===== src/design/imm_pkg.sv =====
// Package for integer_matrix_multiply: field widths, op and register codes,
// sequencer states and the issue record passed from sequencer to MAC.
// No dependencies.
package imm_pkg;

  localparam int DIM_W      = 4;   // dimension registers
  localparam int IDX_W      = 3;   // row / column fields
  localparam int IN_ELEM_W  = 16;  // element field
  localparam int ENTRY_W    = 35;  // product entry field
  localparam int OP_W       = 2;
  localparam int CFG_IDX_W  = 2;
  localparam int S_TDATA_W  = 24;
  localparam int M_TDATA_W  = 48;

  typedef enum logic [OP_W-1:0] {
    OP_WR_LEFT  = 2'd0,
    OP_WR_RIGHT = 2'd1,
    OP_COMPUTE  = 2'd2
  } op_e;

  typedef enum logic [CFG_IDX_W-1:0] {
    CFG_LEFT_ROWS  = 2'd0,
    CFG_LEFT_COLS  = 2'd1,
    CFG_RIGHT_ROWS = 2'd2,
    CFG_RIGHT_COLS = 2'd3
  } cfg_idx_e;

  typedef enum logic [1:0] {
    S_IDLE,
    S_WAIT,
    S_RUN,
    S_ERR
  } seq_state_e;

  typedef struct packed {
    logic [DIM_W-1:0] left_rows;
    logic [DIM_W-1:0] left_cols;
    logic [DIM_W-1:0] right_rows;
    logic [DIM_W-1:0] right_cols;
  } cfg_t;

  typedef struct packed {
    logic             rd;          // read pair issued this cycle
    logic             first;       // first inner step of an entry
    logic             lastk;       // final inner step of an entry
    logic             last_entry;  // final entry of the run
    logic             post_err;    // load the dimension error result
    logic [IDX_W-1:0] row;
    logic [IDX_W-1:0] col;
  } issue_t;

endpackage


===== src/design/imm_ram.sv =====
// Generic single-write, single-read RAM with registered read data.
// No dependencies.
module imm_ram #(
  parameter int WIDTH = 16,
  parameter int DEPTH = 64
) (
  input  logic                                   clk_i,
  input  logic                                   we_i,
  input  logic [(DEPTH > 1 ? $clog2(DEPTH) : 1)-1:0] waddr_i,
  input  logic [WIDTH-1:0]                       wdata_i,
  input  logic                                   re_i,
  input  logic [(DEPTH > 1 ? $clog2(DEPTH) : 1)-1:0] raddr_i,
  output logic [WIDTH-1:0]                       rdata_o
);

  logic [WIDTH-1:0] mem_q [DEPTH];

  always_ff @(posedge clk_i) begin
    if (we_i) begin
      mem_q[waddr_i] <= wdata_i;
    end
    if (re_i) begin
      rdata_o <= mem_q[raddr_i];
    end
  end

endmodule


===== src/design/imm_seq.sv =====
// Sequencer: walks rows, columns and the inner index, issues read pairs
// to both element RAMs and posts the dimension error. Uses imm_pkg.
module imm_seq #(
  parameter int MAX_DIM = 8
) (
  input  logic                 clk_i,
  input  logic                 rst_ni,
  input  imm_pkg::cfg_t        cfg_i,
  input  logic                 start_i,
  input  logic                 pipe_busy_i,
  input  logic                 out_free_i,
  output logic                 idle_o,
  output imm_pkg::issue_t      issue_o,
  output logic [(MAX_DIM * MAX_DIM > 1 ? $clog2(MAX_DIM * MAX_DIM) : 1)-1:0] left_raddr_o,
  output logic [(MAX_DIM * MAX_DIM > 1 ? $clog2(MAX_DIM * MAX_DIM) : 1)-1:0] right_raddr_o
);

  localparam int DEPTH  = MAX_DIM * MAX_DIM;
  localparam int ADDR_W = DEPTH > 1 ? $clog2(DEPTH) : 1;
  localparam int CNT_W  = MAX_DIM > 1 ? $clog2(MAX_DIM) : 1;
  localparam int DW     = imm_pkg::DIM_W;
  localparam int IW     = imm_pkg::IDX_W;

  imm_pkg::seq_state_e state_q, state_d;
  logic [CNT_W-1:0] r_q, r_d, c_q, c_d, k_q, k_d;
  logic dims_ok, lastk, last_col, last_entry, can_go;

  function automatic logic dim_ok(input logic [DW-1:0] d);
    return d != '0 && d <= DW'(MAX_DIM);
  endfunction

  assign dims_ok = dim_ok(cfg_i.left_rows) && dim_ok(cfg_i.left_cols) &&
                   dim_ok(cfg_i.right_rows) && dim_ok(cfg_i.right_cols) &&
                   cfg_i.left_cols == cfg_i.right_rows;
  assign lastk      = (DW'(k_q) + DW'(1)) == cfg_i.left_cols;
  assign last_col   = (DW'(c_q) + DW'(1)) == cfg_i.right_cols;
  assign last_entry = last_col && ((DW'(r_q) + DW'(1)) == cfg_i.left_rows);
  assign can_go     = !pipe_busy_i && out_free_i;

  assign left_raddr_o  = ADDR_W'(int'(r_q) * MAX_DIM + int'(k_q));
  assign right_raddr_o = ADDR_W'(int'(k_q) * MAX_DIM + int'(c_q));
  assign idle_o        = state_q == imm_pkg::S_IDLE;

  always_ff @(posedge clk_i or negedge rst_ni) begin
    if (!rst_ni) begin
      state_q <= imm_pkg::S_IDLE;
      r_q     <= '0;
      c_q     <= '0;
      k_q     <= '0;
    end else begin
      state_q <= state_d;
      r_q     <= r_d;
      c_q     <= c_d;
      k_q     <= k_d;
    end
  end

  always_comb begin
    state_d = state_q;
    r_d     = r_q;
    c_d     = c_q;
    k_d     = k_q;
    issue_o = '0;
    issue_o.row = IW'(r_q);
    issue_o.col = IW'(c_q);
    case (state_q)
      imm_pkg::S_IDLE: begin
        if (start_i) begin
          r_d     = '0;
          c_d     = '0;
          k_d     = '0;
          state_d = dims_ok ? imm_pkg::S_WAIT : imm_pkg::S_ERR;
        end
      end
      imm_pkg::S_WAIT: begin
        if (can_go) begin
          k_d     = '0;
          state_d = imm_pkg::S_RUN;
        end
      end
      imm_pkg::S_RUN: begin
        issue_o.rd         = 1'b1;
        issue_o.first      = k_q == '0;
        issue_o.lastk      = lastk;
        issue_o.last_entry = last_entry;
        if (lastk) begin
          if (last_entry) begin
            state_d = imm_pkg::S_IDLE;
          end else begin
            state_d = imm_pkg::S_WAIT;
            if (last_col) begin
              c_d = '0;
              r_d = r_q + CNT_W'(1);
            end else begin
              c_d = c_q + CNT_W'(1);
            end
          end
        end else begin
          k_d = k_q + CNT_W'(1);
        end
      end
      imm_pkg::S_ERR: begin
        if (can_go) begin
          issue_o.post_err = 1'b1;
          state_d          = imm_pkg::S_IDLE;
        end
      end
      default: begin
        state_d = imm_pkg::S_IDLE;
      end
    endcase
  end

endmodule


===== src/design/imm_mac.sv =====
// Multiply-accumulate datapath: RAM read stage, registered multiply,
// accumulator and the output register. Uses imm_pkg.
module imm_mac #(
  parameter int ELEM_BITS = 16
) (
  input  logic                          clk_i,
  input  logic                          rst_ni,
  input  imm_pkg::issue_t               issue_i,
  input  logic [ELEM_BITS-1:0]          left_rdata_i,
  input  logic [ELEM_BITS-1:0]          right_rdata_i,
  input  logic                          out_ready_i,
  output logic                          out_valid_o,
  output logic [imm_pkg::IDX_W-1:0]     out_row_o,
  output logic [imm_pkg::IDX_W-1:0]     out_col_o,
  output logic [imm_pkg::ENTRY_W-1:0]   out_entry_o,
  output logic                          out_last_o,
  output logic                          out_err_o,
  output logic                          pipe_busy_o
);

  localparam int EW     = imm_pkg::ENTRY_W;
  localparam int PROD_W = 2 * ELEM_BITS;

  logic                     s1_valid_q, s2_valid_q, out_valid_q;
  imm_pkg::issue_t          s1_info_q, s2_info_q;
  logic signed [PROD_W-1:0] prod_q;
  logic [EW-1:0]            acc_q, acc_d;
  logic                     load_entry;

  assign acc_d       = s2_info_q.first ? EW'(prod_q) : acc_q + EW'(prod_q);
  assign load_entry  = s2_valid_q && s2_info_q.lastk;
  assign pipe_busy_o = s1_valid_q || s2_valid_q;
  assign out_valid_o = out_valid_q;

  always_ff @(posedge clk_i or negedge rst_ni) begin
    if (!rst_ni) begin
      s1_valid_q  <= 1'b0;
      s2_valid_q  <= 1'b0;
      out_valid_q <= 1'b0;
    end else begin
      s1_valid_q <= issue_i.rd;
      s2_valid_q <= s1_valid_q;
      if (load_entry || issue_i.post_err) begin
        out_valid_q <= 1'b1;
      end else if (out_ready_i) begin
        out_valid_q <= 1'b0;
      end
    end
  end

  always_ff @(posedge clk_i) begin
    s1_info_q <= issue_i;
    s2_info_q <= s1_info_q;
    if (s1_valid_q) begin
      prod_q <= $signed(left_rdata_i) * $signed(right_rdata_i);
    end
    if (s2_valid_q) begin
      acc_q <= acc_d;
    end
    if (load_entry) begin
      out_row_o   <= s2_info_q.row;
      out_col_o   <= s2_info_q.col;
      out_entry_o <= acc_d;
      out_last_o  <= s2_info_q.last_entry;
      out_err_o   <= 1'b0;
    end else if (issue_i.post_err) begin
      out_row_o   <= '0;
      out_col_o   <= '0;
      out_entry_o <= '0;
      out_last_o  <= 1'b1;
      out_err_o   <= 1'b1;
    end
  end

endmodule


===== src/design/integer_matrix_multiply.sv =====
// Top level of the integer matrix multiplier: configuration registers,
// input decode, element RAMs. Uses imm_pkg, imm_ram, imm_seq, imm_mac.
//
//  Channel  Dir  Handshake              Payload
//  s_axis   in   tvalid/tready          tuser op; tdata row, col, element
//  m_axis   out  tvalid/tready          tdata row, col, entry; tlast; tuser error
//  cfg      in   cfg_we_i (no wait)     cfg_idx_i, cfg_data_i
//
// Ready is high whenever the sequencer is idle; a compute holds ready low. Bad or
// mismatched dimensions post one error. Each product entry issues left_cols read
// pairs to the RAM ports, then passes the RAM read register, the multiply register
// and the accumulator; the next waits for an empty pipeline and a free output.
// Reset sets all dimensions to 1; the element RAMs are not cleared.
// m_axis_tready low holds the output register and stalls the sequencer.
module integer_matrix_multiply #(
  parameter int MAX_DIM   = 8,
  parameter int ELEM_BITS = 16
) (
  input  logic                              clk_i,
  input  logic                              rst_ni,
  input  logic                              cfg_we_i,
  input  logic [imm_pkg::CFG_IDX_W-1:0]     cfg_idx_i,
  input  logic [imm_pkg::DIM_W-1:0]         cfg_data_i,
  input  logic                              s_axis_tvalid,
  output logic                              s_axis_tready,
  input  logic [imm_pkg::S_TDATA_W-1:0]     s_axis_tdata,  // row_index, col_index, element
  input  logic [imm_pkg::OP_W-1:0]          s_axis_tuser,  // op
  output logic                              m_axis_tvalid,
  input  logic                              m_axis_tready,
  output logic [imm_pkg::M_TDATA_W-1:0]     m_axis_tdata,  // out_row, out_col, product_entry
  output logic                              m_axis_tlast,  // last
  output logic                              m_axis_tuser   // dim_error
);

  localparam int DEPTH  = MAX_DIM * MAX_DIM;
  localparam int ADDR_W = DEPTH > 1 ? $clog2(DEPTH) : 1;
  localparam int DW     = imm_pkg::DIM_W;
  localparam int IW     = imm_pkg::IDX_W;
  localparam int EW     = imm_pkg::ENTRY_W;
  localparam int PAD_W  = imm_pkg::M_TDATA_W - 2 * IW - EW;

  imm_pkg::cfg_t    cfg_q;
  imm_pkg::issue_t  issue;
  logic             accept, idle, start, wr_left, wr_right, pipe_busy;
  logic [IW-1:0]    in_row, in_col, out_row, out_col;
  logic signed [imm_pkg::IN_ELEM_W-1:0] in_elem;
  logic [ELEM_BITS-1:0] wdata, left_rdata, right_rdata;
  logic [ADDR_W-1:0] waddr, left_raddr, right_raddr;
  logic [EW-1:0]    out_entry;
  logic             in_range_left, in_range_right;

  assign in_row  = s_axis_tdata[IW-1:0];
  assign in_col  = s_axis_tdata[2*IW-1:IW];
  assign in_elem = s_axis_tdata[2*IW+imm_pkg::IN_ELEM_W-1:2*IW];
  assign wdata   = ELEM_BITS'(in_elem);
  assign waddr   = ADDR_W'(int'(in_row) * MAX_DIM + int'(in_col));

  assign s_axis_tready = idle;
  assign accept        = s_axis_tvalid && s_axis_tready;

  assign in_range_left  = DW'(in_row) < cfg_q.left_rows && DW'(in_col) < cfg_q.left_cols &&
                          DW'(in_row) < DW'(MAX_DIM) && DW'(in_col) < DW'(MAX_DIM);
  assign in_range_right = DW'(in_row) < cfg_q.right_rows && DW'(in_col) < cfg_q.right_cols &&
                          DW'(in_row) < DW'(MAX_DIM) && DW'(in_col) < DW'(MAX_DIM);

  always_comb begin
    wr_left  = 1'b0;
    wr_right = 1'b0;
    start    = 1'b0;
    case (imm_pkg::op_e'(s_axis_tuser))
      imm_pkg::OP_WR_LEFT:  wr_left  = accept && in_range_left;
      imm_pkg::OP_WR_RIGHT: wr_right = accept && in_range_right;
      imm_pkg::OP_COMPUTE:  start    = accept;
      default: begin
      end
    endcase
  end

  always_ff @(posedge clk_i or negedge rst_ni) begin
    if (!rst_ni) begin
      cfg_q.left_rows  <= DW'(1);
      cfg_q.left_cols  <= DW'(1);
      cfg_q.right_rows <= DW'(1);
      cfg_q.right_cols <= DW'(1);
    end else if (cfg_we_i) begin
      case (imm_pkg::cfg_idx_e'(cfg_idx_i))
        imm_pkg::CFG_LEFT_ROWS:  cfg_q.left_rows  <= cfg_data_i;
        imm_pkg::CFG_LEFT_COLS:  cfg_q.left_cols  <= cfg_data_i;
        imm_pkg::CFG_RIGHT_ROWS: cfg_q.right_rows <= cfg_data_i;
        imm_pkg::CFG_RIGHT_COLS: cfg_q.right_cols <= cfg_data_i;
        default: begin
        end
      endcase
    end
  end

  imm_ram #(.WIDTH(ELEM_BITS), .DEPTH(DEPTH)) u_left_ram (
    .clk_i   (clk_i),
    .we_i    (wr_left),
    .waddr_i (waddr),
    .wdata_i (wdata),
    .re_i    (issue.rd),
    .raddr_i (left_raddr),
    .rdata_o (left_rdata)
  );

  imm_ram #(.WIDTH(ELEM_BITS), .DEPTH(DEPTH)) u_right_ram (
    .clk_i   (clk_i),
    .we_i    (wr_right),
    .waddr_i (waddr),
    .wdata_i (wdata),
    .re_i    (issue.rd),
    .raddr_i (right_raddr),
    .rdata_o (right_rdata)
  );

  imm_seq #(.MAX_DIM(MAX_DIM)) u_seq (
    .clk_i         (clk_i),
    .rst_ni        (rst_ni),
    .cfg_i         (cfg_q),
    .start_i       (start),
    .pipe_busy_i   (pipe_busy),
    .out_free_i    (!m_axis_tvalid || m_axis_tready),
    .idle_o        (idle),
    .issue_o       (issue),
    .left_raddr_o  (left_raddr),
    .right_raddr_o (right_raddr)
  );

  imm_mac #(.ELEM_BITS(ELEM_BITS)) u_mac (
    .clk_i         (clk_i),
    .rst_ni        (rst_ni),
    .issue_i       (issue),
    .left_rdata_i  (left_rdata),
    .right_rdata_i (right_rdata),
    .out_ready_i   (m_axis_tready),
    .out_valid_o   (m_axis_tvalid),
    .out_row_o     (out_row),
    .out_col_o     (out_col),
    .out_entry_o   (out_entry),
    .out_last_o    (m_axis_tlast),
    .out_err_o     (m_axis_tuser),
    .pipe_busy_o   (pipe_busy)
  );

  assign m_axis_tdata = {{PAD_W{1'b0}}, out_entry, out_col, out_row};

endmodule


===== config.mk =====
export PLATFORM = sky130hd
export DESIGN_NAME = integer_matrix_multiply
export DESIGN_NICKNAME = d
export VERILOG_FILES = /design/src/design/imm_pkg.sv /design/src/design/imm_ram.sv /design/src/design/imm_seq.sv /design/src/design/imm_mac.sv /design/src/design/integer_matrix_multiply.sv
export SDC_FILE = /design/constraint.sdc
export NUM_CORES = 2
export LEC_CHECK = 0
export BUFFER_PORTS_ARGS = -buffer_cell sky130_fd_sc_hd__buf_2
export CAP_MARGIN = 20
export CORE_UTILIZATION = 25
export CTS_BUF_LIST = sky130_fd_sc_hd__clkbuf_2
export DETAILED_ROUTE_END_ITERATION = 10
export GPL_TIMING_DRIVEN = 0
export HOLD_SLACK_MARGIN = 0.12
export PLACE_DENSITY = 0.48
export SLEW_MARGIN = 10
export SYNTH_ARGS = -nofsm -noshare
export SYNTH_HDL_FRONTEND = slang
export SYNTH_SLANG_ARGS = --single-unit

===== constraint.sdc =====
create_clock -name clk_i -period 6.65 [get_ports clk_i]
set_input_delay 0.665 -clock clk_i [delete_from_list [all_inputs] [get_ports clk_i]]
set_output_delay 0.665 -clock clk_i [all_outputs]
set_load 0.01 [all_outputs]

# Word-level counts from Yosys, hierarchy flattened
# Memory sizes are Yosys's and may differ from the RTL's. A register that Yosys moved wholly into a read port is not among the register bits.
# Cells that the tools add are included.
[classes]
addsub = 10
n_mul = 1
div = 0
n_lt_le_gt_ge = 8
eq_ne = 19
shifts = 0
n_mux = 39
bitwise = 0
reduce_logical = 41
[ops]
columns = ["cell", "count"]
rows = [
  ["$mux 35", 3],
  ["$mux 3", 12],
  ["$add 35x35->35", 1],
  ["$mul 16x16->32", 1],
  ["$add 6x3->6", 3],
  ["$eq 4x4->1", 4],
  ["$le 4x4->1 const B", 4],
  ["$logic_and 1x1->1", 16],
  ["$lt 3x4->1", 4],
  ["$reduce_bool 4->1", 4],
  ["$mux 1", 14],
  ["$add 3x1->4 const B", 3],
  ["$pmux 3 s2", 2],
  ["$reduce_and 4->1", 3],
  ["$eq 2x2->1 const B", 5],
  ["$mux 2", 5],
  ["$ne 2x1->1 const B", 5],
  ["$add 3x1->3 const B", 3],
  ["$pmux 3 s3", 1],
  ["$pmux 2 s4", 1],
  ["$reduce_and 2->1", 4],
  ["$eq 2x1->1 const B", 3],
  ["$logic_not 2->1", 3],
  ["$reduce_bool 2->1", 3],
  ["7 further kinds", 11],
]
[totals]
ff_bits = 158
latch_bits = 0
ramBits = 2048
mem_bits_ro = 0
output_inout_bits = 52
memories = 2
[memory_table]
columns = ["name", "words", "width", "rd", "rd_ports_with_merged_regs", "write_ports", "line", "source"]
rows = [
  ["u_left_ram.mem_q", 64, 16, 1, 1, 1, "imm_ram.sv:16", "logic [WIDTH-1:0] mem_q [DEPTH];"],
  ["u_right_ram.mem_q", 64, 16, 1, 1, 1, "imm_ram.sv:16", ""],
]

# Depth between registers and ports, before layout
[logic_depth]
depth_word = 9
ltp_mapped = 24
mapped_depth_nobuf = 23

# By module
# A second synthesis with hierarchy kept.
[unflattened]
hier_cells = 5476
hier_area_um2 = 98584.6
[modules_own_cells]
columns = ["mod", "n_inst", "cells_each", "area_each_um2"]
rows = [
  ["imm_ram", 2, 1829, 40202.3],
  ["imm_mac", 1, 1598, 16030.4],
  ["imm_seq", 1, 134, 1157.4],
  ["integer_matrix_multiply", 1, 86, 992.2],
]

# Least setup slack after synthesis
# OpenSTA, ideal clock, no wires.
[synth_path]
path_type = "reg-to-reg"
from = "reg u_right_ram.rdata_o[7], read port of u_right_ram.mem_q"
to = "reg u_mac.prod_q[31], data pin"
setup_time_ps = 266
t_arrival_ps = 5855
slack_ps = 529
path_stages_with_launch = 24
path_buffers = 2
cell_sequence = "edfxtp_1 -> clkbuf_1 -> nand2_1 -> fa_1 -> inv_1 -> fa_1 -> inv_1 -> fa_1 -> inv_1 -> fa_1 -> fa_1 -> inv_1 -> fa_1 -> inv_1 -> ha_1 -> clkbuf_1 -> o21a_1 -> o211ai_1 -> a2111oi_1 -> o31ai_2 -> a21oi_1 -> a311o_1 -> and4_4 -> nor3_1"
[synth_via]
elab_chain_len = 1
[synth_rtl]
columns = ["element", "line", "source"]
rows = [
  ["from (decl)", "imm_ram.sv:13", "output logic [WIDTH-1:0] rdata_o"],
  ["$mul 16x16->32", "imm_mac.sv:55", "prod_q <= $signed(left_rdata_i) * $signed(right_rdata_i);"],
  ["to (signal assigned)", "imm_mac.sv:55", ""],
  ["to (decl)", "imm_mac.sv:26", "logic signed [PROD_W-1:0] prod_q;"],
]
# No other way between the ends.
# A chain may end at the register's enable or synchronous reset.

# Final worst setup path
[layout_path]
from = "reg u_right_ram.rdata_o[5], read port of u_right_ram.mem_q"
to = "reg u_mac.prod_q[31], data pin"
# The elaborated chain is that of the path after synthesis.

==> results.md <==
* Starting Density at 0.251
* Hold crit path type: flip-flop to flip-flop
* Core area at between 300000 and 400000 µm²
* Setup TNS at 0 ps
* Die width at 625 µm
* Largest area contributor in the netlist: edfxtp_1
* Worst rel slew slack at 0.152
* FF+latch area at roughly 67000 µm²
* RSZ-0062 raised after global routing: yes
* Sink Count at 2238
* # DRC at 0
* Synth top area cells: edfxtp_1 68%, mux4_2 14%, fa_1 5.4%
* Post-DR vias/cell at 4.47
* Asr flop ratio synth at 0.0134
* Area occupied by multi-input gates at 28400 µm²
* Critical hold path startpoint: u_mac.s1_info_q[0]
* Skew final at 251 ps
* Final Hold Vio Count at 0
* H-tree levels at 6
* Final worst slack at 174 ps
* Gr ovfl total at 0
* Reg clk slew, reported paths at around 100 ps
* Pin slew with the least headroom to its limit at approximately 1300 ps
* 1st-iter DRT viols at between 4000 and 5000
* DPL Wire Length at 194 mm
* Die area at about 390000 µm²
* Worst setup path class: flip-flop to flip-flop
* Initial antenna violation count at 25
* Setup crit start: u_right_ram.rdata_o[5]
* GP Congestion at between 0.8 and 0.9
* Vias in the first global route at 54900
* GRT Util Overall at 0.142
* Latest clock arrival within the worst-skew pair at 2060 ps
* Final Non-Filler Cells at 11600
* Cell variety after synth at 77
* Largest net degree at the start of global routing at 93
* Arrival time of the worst setup path at 8180 ps
* Max cap viols at 0
* CTS tree: built
* Root Buffer: clkbuf_2
* Std cell rows at 228
* WL per Instance at 24.2 µm
* Crit path max fanout at 10
* Fin crit share at 0.974
* Net count reported at finish at 6445
* FF-to-FF Start: u_right_ram.rdata_o[5]
* Synth Instances at 5027
* Final WL at 281 mm
* Cell repeated most along the worst path: fa_1
* Bufs on Longest Clock Path at 4
* DR vias at 51800
* Total CTS buffers at 579
* First-pass GRT wire length at around 400 mm
* Port bufs at 77
* Die Height at 625 µm
* Max Slew Vio Count at 0
* Worst path slowest cell: edfxtp_1
* Synth Flop Type: edfxtp_1
* Share of post-route cells with drive strength above 1 at 0.328
* CP endpoint kind: flip-flop
* Min Tclk post-route at 6480 ps
* Post-Place Worst Slack at -1200 ps
* Placed insts at about 10000
* I/O Pins at ~90
* Post-synthesis area per instance at 19.3 µm²
* Setup crit start kind: flip-flop
* Status: finished, final reports clean
* Fmax at between 150 and 200 MHz
* Seq/Total Area, Yosys at 0.688
* Antenna viol nets, final at 0
* Crit path cell chain: buf_6, and2_1, fa_1, inv_1, fa_1, fa_1, inv_1, fa_1, fa_1, inv_1, fa_1, inv_1, ha_1, o21a_1, o211ai_1, buf_4, a2111oi_4, buf_4, o31ai_4, a21oi_4, a311o_1, nor4_2, nor3_1
* Area grow syn2layout at 17.6%
* Worst EP required at 8350 ps
* DRT Pass-1 Iters at 6
* CP max stage delay at 570 ps
* Post-synth EDFFs at 2189
* Synth top area share at 0.677
* Syn Std Cell Area at 97100 µm²
* Synth Warn # at 0
* Seq cells post-synth at 2238
* FILL cells at roughly 38000
* Final setup vio count at 0
[Yosys cell counts, types with 4 or more instances]
cell type,count
a211oi_1,16
a21o_1,38
a21oi_1,78
a221oi_1,16
a22oi_1,16
a31oi_1,8
and2_1,147
and3_1,23
buf_1,20
buf_2,53
buf_4,9
clkbuf_1,152
dfrtp_1,26
dfstp_2,4
dfxtp_1,19
edfxtp_1,2189
fa_1,263
ha_1,128
inv_1,336
mux2_2,32
mux2i_1,52
mux4_2,624
nand2_1,223
nand2b_1,26
nand3_1,31
nand3b_1,7
nand4_1,8
nor2_1,180
nor2b_1,10
nor3_1,20
nor3b_1,4
nor4_1,6
o211ai_1,11
o21a_1,9
o21ai_0,87
o21ai_1,13
o21bai_1,6
o31ai_1,6
or3_1,7
xnor2_1,43
xor2_1,33
[logic make-up after synthesis]
kind of cell	synth area share
AOI/OAI and AO/OA	0.0222
xor gates and xnor gates	0.00685
adders and majority gates	0.0707
buffers and inverters	0.0234
DFF	0.688
muxes	0.154
other	0.0000386
and+or+nand+nor	0.0347
[per-layer routing]
metal / wire length [µm] / GRT usage / part of all wire
met3: 16400 / 0.0257 / 0.058
met2: 138000 / 0.238 / 0.49
met4: 8940 / 0.0517 / 0.032
met1: 117000 / 0.182 / 0.42
met5: 61 / 0 / 0.00022
[layout make-up]
cell class / count / area share
Antenna cell: 13 / 0.000285
Buffer: 233 / 0.00955
Inverter: 336 / 0.0111
Tap cell: 5175 / 0.0567
Clock buffer: 819 / 0.0359
Timing Repair Buffer: 407 / 0.0436
Multi-Input combinational cell: 2222 / 0.249
Sequential cell: 2238 / 0.585
Clock inverter: 160 / 0.00880
[repair_timing]
item / 4_1_cts / 5_1_grt
buffers inserted: 27 / 21
resized for setup: 41 / 45
setup endpoints to repair: 13 / 6
hold buffers: 122 / 0
hold endpoints to repair: 4119 / 0
pin swaps: 2 / 4
[path summary, 6_finish.rpt]
| path | end | slack [ps] | cells past startpoint |
|---|---|---|---|
| max | u_mac.prod_q[31] | 170 | 23 |
| max reg2reg | u_mac.prod_q[31] | 170 | 23 |
| min reg2reg | u_mac.s2_info_q[0] | 320 | 0 |
| max in group asynchronous | cfg_q[4] | 5270 | 6 |
| min in group asynchronous | cfg_q[14] | 1040 | 6 |
| min | u_mac.s2_info_q[0] | 320 | 0 |
[per-stage QoR]
stage / hold WS (ps) / area [µm²] / util
floorplan: 310 / 97200 / -
global placement: 313 / 104000 / 0.269
detailed placement: 325 / 107000 / 0.277
CTS: 125 / 114000 / 0.295
global route: 289 / 114000 / 0.296
finish: 316 / 114000 / 0.296
[sequential cells by signal, indices dropped and copies added (netlist names), 3 cells and up]
register and flops:
u_seq.c_q 3, u_seq.r_q 3, u_mac.out_row_o 3, u_right_ram.mem_q 1024, u_mac.s2_info_q 9, u_mac.prod_q 32, u_left_ram.mem_q 1024, u_mac.acc_q 35
u_mac.out_col_o 3, u_seq.k_q 3, u_mac.s1_info_q 9, u_left_ram.rdata_o 16, cfg_q 16, u_right_ram.rdata_o 16, u_mac.out_entry_o 35
[worst max-delay path, delay by kind of cell, from the launching register on]
| kind | cells | cell delay (ps) |
|---|---|---|
| adders and majority gates | 7 | 3300 |
| DFF | 1 | 570 |
| and+or+nand+nor | 3 | 530 |
| AOI/OAI and AO/OA | 6 | 1150 |
| buffers and inverters | 7 | 770 |
[placed cells by master, fill, tap and decap left out, types with 16 or more instances in the layout]
cell	Yosys	layout
a211oi_1	16	16
and2_1	147	147
buf_8	0	117
fa_1	263	260
mux4_2	624	624
a21o_1	38	38
mux2i_1	52	52
mux2_2	32	32
edfxtp_1	2189	2189
a221oi_1	16	16
dlygate4sd3_1	0	105
nand2_1	223	222
a21oi_1	78	77
buf_2	53	120
and3_1	23	23
a22oi_1	16	16
nor2_2	0	127
o21ai_0	87	87
nor3_1	20	20
xnor2_1	43	43
xor2_1	33	33
ha_1	128	123
clkbuf_2	0	840
buf_1	20	18
buf_6	3	42
nand2b_1	26	26
dfrtp_1	26	24
clkinv_1	0	96
nand3_1	31	31
dfxtp_1	19	19
buf_16	0	36
clkbuf_1	152	112
buf_4	9	59
nor2_1	180	52
inv_1	336	334
Power is not shown: default switching activity piles up to over one toggle a cycle in this logic, so the estimate is an artifact.
